==> config.mk <==
export PLATFORM = sky130hd
export DESIGN_NAME = gsrl_front
export DESIGN_NICKNAME = d
export VERILOG_FILES = /design/src/hdl/gsrl_pkg.sv /design/src/hdl/gsrl_front.sv
export SDC_FILE = /design/constraint.sdc
export NUM_CORES = 1
export LEC_CHECK = 0
export BUFFER_PORTS_ARGS = -buffer_cell sky130_fd_sc_hd__buf_2
export CAP_MARGIN = 30
export CORE_MARGIN = 1
export CORE_UTILIZATION = 49
export CTS_CLUSTER_SIZE = 14
export DETAILED_ROUTE_END_ITERATION = 8
export PLACE_DENSITY = 0.89
export SETUP_SLACK_MARGIN = 0.1
export SYNTH_ARGS = -nofsm -noshare
export SYNTH_HDL_FRONTEND = slang
export SYNTH_SLANG_ARGS = --single-unit
export TNS_END_PERCENT = 5
==> constraint.sdc <==
create_clock -name clk_i -period 5 [get_ports clk_i]
set_input_delay 0.75 -clock clk_i [delete_from_list [all_inputs] [get_ports clk_i]]
set_output_delay 0.75 -clock clk_i [all_outputs]
set_load 0.05 [all_outputs]
==> src/hdl/gsrl_pkg.sv <==
`default_nettype none
package gsrl_pkg;

  localparam logic [31:0] ONE_Q24   = 32'h0100_0000;
  localparam logic [16:0] ONE_Q16   = 17'h1_0000;
  localparam logic [31:0] LN2PI_Q16 = 32'd120447;
  localparam logic [31:0] LN2_Q32   = 32'd2977044472;
  localparam logic [40:0] RATIO_CAP = 41'h100_0000_0000;
  localparam logic [31:0] LL_MIN    = 32'h8000_0000;
  localparam logic [31:0] LL_MAX    = 32'h7FFF_FFFF;

  localparam int unsigned DivNumW  = 80;
  localparam int unsigned DivDenW  = 64;
  localparam int unsigned DivCntW  = $clog2(DivNumW);
  localparam int unsigned LogFracW = 24;

  typedef enum logic [1:0] {
    CFG_ALPHA = 2'd0,
    CFG_BETA  = 2'd1,
    CFG_MEAN  = 2'd2
  } cfg_idx_e;

  typedef struct packed {
    logic        start;
    logic [31:0] dmag;
    logic [31:0] eps;
    logic [31:0] tau;
  } item_t;

  typedef struct packed {
    logic               start;
    logic [DivNumW-1:0] num;
    logic [DivDenW-1:0] den;
  } div_req_t;

endpackage
`default_nettype wire

==> src/hdl/gsrl_front.sv <==
`default_nettype none
module gsrl_front (
  input  wire logic                clk_i,
  input  wire logic                rst_ni,
  input  wire logic                push_i,
  output logic                     full_o,
  input  wire logic                start_i,
  input  wire logic signed [31:0]  ret_i,
  input  wire logic [31:0]         eps_i,
  input  wire logic [31:0]         tau_i,
  input  wire logic signed [31:0]  mean_i,
  input  wire logic                pop_i,
  output logic                     empty_o,
  output gsrl_pkg::item_t          item_o
);

  gsrl_pkg::item_t mem_q [2];
  logic            wr_ptr_q, wr_ptr_d, rd_ptr_q, rd_ptr_d;
  logic [1:0]      cnt_q, cnt_d;
  logic            do_push, do_pop;
  logic [32:0]     diff;
  logic [32:0]     dabs;
  gsrl_pkg::item_t new_item;

  // distance of the return from the mean
  assign diff = {ret_i[31], ret_i} - {mean_i[31], mean_i};
  assign dabs = diff[32] ? (33'd0 - diff) : diff;

  always_comb begin
    new_item.start = start_i;
    new_item.dmag  = dabs[31:0];
    new_item.eps   = eps_i;
    new_item.tau   = tau_i;
  end

  assign full_o  = (cnt_q == 2'd2);
  assign empty_o = (cnt_q == 2'd0);
  assign do_push = push_i && !full_o;
  assign do_pop  = pop_i && !empty_o;
  assign item_o  = mem_q[rd_ptr_q];

  always_comb begin
    wr_ptr_d = do_push ? !wr_ptr_q : wr_ptr_q;
    rd_ptr_d = do_pop ? !rd_ptr_q : rd_ptr_q;
    cnt_d    = cnt_q + 2'(do_push) - 2'(do_pop);
  end

  always_ff @(posedge clk_i or negedge rst_ni) begin
    if (!rst_ni) begin
      wr_ptr_q <= 1'b0;
      rd_ptr_q <= 1'b0;
      cnt_q    <= 2'd0;
    end else begin
      wr_ptr_q <= wr_ptr_d;
      rd_ptr_q <= rd_ptr_d;
      cnt_q    <= cnt_d;
    end
  end

  always_ff @(posedge clk_i) begin
    if (do_push) begin
      mem_q[wr_ptr_q] <= new_item;
    end
  end

endmodule
`default_nettype wire

==> run metrics <==
most frequent cells in the layout=buf_2 (231), edfxtp_1 (194), mux2_2 (97); cell taking the most area after synthesis=edfxtp_1; Crit-path slowest cell=or4b_1; final setup TNS=0 ns; Clock Latency Late Sink=0.42 ns; initial antenna violation count=1; slew at the pin closest to its max-slew limit=0.985 ns; GPL Wtd Cong=0.891; top cells by area, synth=edfxtp_1 (59%), mux2_2 (11%), ha_1 (4.4%); met2 Use GR=0.362; largest net degree at the start of global routing=67; Max clock buf depth=2; outcome=finished clean; post-synthesis cell area=9840 µm²; row cnt=51; global routing's busiest layer=met2; Pleak=4.70 nW; Worst Path Buf+Inv=3; max cap viols=0; EDFF count, synth=194; # setup viols final=0; WL/cell=16.6 µm; commonest non-fill, non-tap cell in the layout=buf_2; Synth top area share=0.592; number of global-route vias before repair=6,399; Seq cells post-synth=198; TritonCTS clock tree=done; grt total ovfl=0; Post-Syn Instances=730; hold crit path type=primary input to asynchronous set/reset pin; post-synthesis sequential area ratio=0.602; first-pass GRT wire length=31,200 µm; total I/O pin count=232; Critical Path AT=4.40 ns; RSZ-0062 raised after global routing=no; CP Max Fanout=8; ys async rst share=0.0202; max incr delay on CP=0.50 ns; share of layout cells above drive strength 1=0.386; Routed Wire Length=20,500 µm; DRC viols=0; initial core utilization=0.503; CP endpoint kind=register; worst hold slack=0.131 ns; fin crit period=4.15 ns; library cells used by synthesis=63; CTS clk-pin slew, worst paths=0.07 ns; met3 usage=0.0410; routed vias/inst=5.36; Slew headroom=0.342; Vias=6,641; post-route ant nets=0; Net Count, Synth=899; CTS resizes=0; Setup CP Type=primary input to register; yosys warns=0; Nets=1,130; Post-DP HPWL=15,300 µm; final hold viol count=0; DR pass1 iterations=5; Sink Count=198; Pins Over Slew Limit=0; IO Port Bufs=231; Starting DRT DRC Count=351; Critical Path RT=5.26 ns; CTS buffer count=17; Peak Freq=241 MHz; Core ar.=19,600 µm²; Power Dens Cells=587 nW/µm²; delay-heaviest family, CP=simple AND/OR/NAND/NOR gates; Die H=144 µm; FILL cells=1,496; Post-CTS Hold Buffers=0; All-Layer GR Usage=0.196; M1 GR Usage=0.222; Layout Skew=0.00782 ns; Most common cell on crit path=inv_1; CP Launch Type=primary input; die footprint=20,700 µm²; Worst VDD drop=0.248 mV; CTS Root Cell=clkbuf_16; Synth-to-Final Area Change=20.8%; Avg Cell Area, Syn=13.5 µm²; Post-CTS Setup Bufs=0; critical path depth=16; Worst R2R Path Depth=4; Most used DFF post-synth=edfxtp_1; H-tree Lvls=4; final worst-path cycle share=0.830; CP Cell Sequence=buf_2 -> inv_1 -> ha_1 -> inv_1 -> fa_1 -> a21o_1 -> a221oi_4 -> xnor2_1 -> nor2_1 -> or4b_1 -> nor4b_1 -> nand4b_1 -> nor4_4 -> nand4_1 -> a22oi_2 -> xor2_1; DIE WIDTH=144 µm
[through the flow]
step / power, mW / utilization / instances / setup WS (ns) / area [µm²]
2_1_floorplan: 4.99 / - / 730 / 0.949 / 9850
3_3_place_gp: 5.64 / 0.576 / 1206 / 0.484 / 11300
3_5_place_dp: 5.73 / 0.578 / 1207 / 0.394 / 11300
4_1_cts: 7.04 / 0.607 / 1238 / 0.836 / 11900
5_1_grt: 7.28 / 0.607 / 1239 / 0.601 / 11900
6_report: 6.98 / 0.607 / 1239 / 0.851 / 11900
[sequential cells by signal, summed over array words and instances, names as in the netlist]
| register | cells |
|---|---|
| rd_ptr_q | 1 |
| wr_ptr_q | 1 |
| cnt_q | 2 |
| mem_q | 194 |
[cell families after synthesis]
| kind of cell | after synthesis | share of synthesized area |
|---|---|---|
| and+or+nand+nor | 144 | 0.0771 |
| buffers and inverters | 70 | 0.0277 |
| muxes | 97 | 0.111 |
| xor gates and xnor gates | 56 | 0.0498 |
| AOI/OAI and AO/OA | 129 | 0.0859 |
| DFF | 198 | 0.602 |
| adders and majority gates | 36 | 0.0465 |
[path summary, 6_finish.rpt]
kind                                end  slack, ns      start
setup / recovery           mem_q[1][95]       0.85   ret_i[0]
min in group clk_i         mem_q[1][55]       0.52  eps_i[23]
hold reg to reg                cnt_q[0]       0.56   cnt_q[0]
max in group asynchronous      rd_ptr_q       4.74     rst_ni
setup reg to reg           mem_q[0][61]       2.75   cnt_q[0]
hold / removal                 cnt_q[0]       0.13     rst_ni
[worst register-to-register path, delay by kind of cell (launching register included)]
family / cells / cell delay [ns]
flops: 1 / 0.38
simple gates: 3 / 1.07
buf+inv: 1 / 0.41
[synth_stat cells (2+ instances only)]
cell / number
nor2b_1: 3
a211oi_1: 4
buf_1: 2
o211ai_1: 2
nand3_1: 10
or3_1: 3
nor4b_1: 2
buf_4: 2
xnor2_1: 37
nor2_1: 35
o41ai_1: 2
and4_1: 4
o21bai_1: 4
xor2_1: 19
o2111ai_1: 3
nand2_1: 43
o31ai_1: 3
a31oi_1: 5
nor4_1: 3
inv_1: 46
nand2b_1: 3
and3_1: 5
edfxtp_1: 194
nand4_1: 9
dfrtp_1: 4
and2_1: 2
ha_1: 35
a21o_1: 17
o21a_1: 4
nor3_1: 7
o31a_1: 4
a21oi_1: 40
o21ai_0: 27
nor3b_1: 2
nand4b_1: 2
mux2_2: 97
buf_2: 2
clkbuf_1: 18
and4bb_2: 2
[cell type report]
cell class	count	area (µm²)	area share
clock inverters	13	144	0.0121
clock buffers	18	429	0.0361
repair buffers	236	1230	0.103
multi-input cells	462	3660	0.308
inverters	46	173	0.0145
flip-flops and latches	198	5930	0.499
diodes	1	2.50	0.000210
well taps	265	332	0.0279
[where the power goes]
part           total, mW  switching [mW]  leakage (nW)  internal (mW)
combinational       3.18            2.27          2.58          0.911
sequential          2.50           0.153          1.85           2.35
clock               1.31           0.601         0.275          0.704
total               6.98            3.02          4.70           3.96
[layer usage]
metal  vias to the layer above  part of all wire
li1                       3206                 -
met1                      3151              0.41
met2                       261              0.51
met3                        23             0.071
met5                         -                 0
met4                         0             0.015
Note: power is estimated with default switching activity, not from simulation.
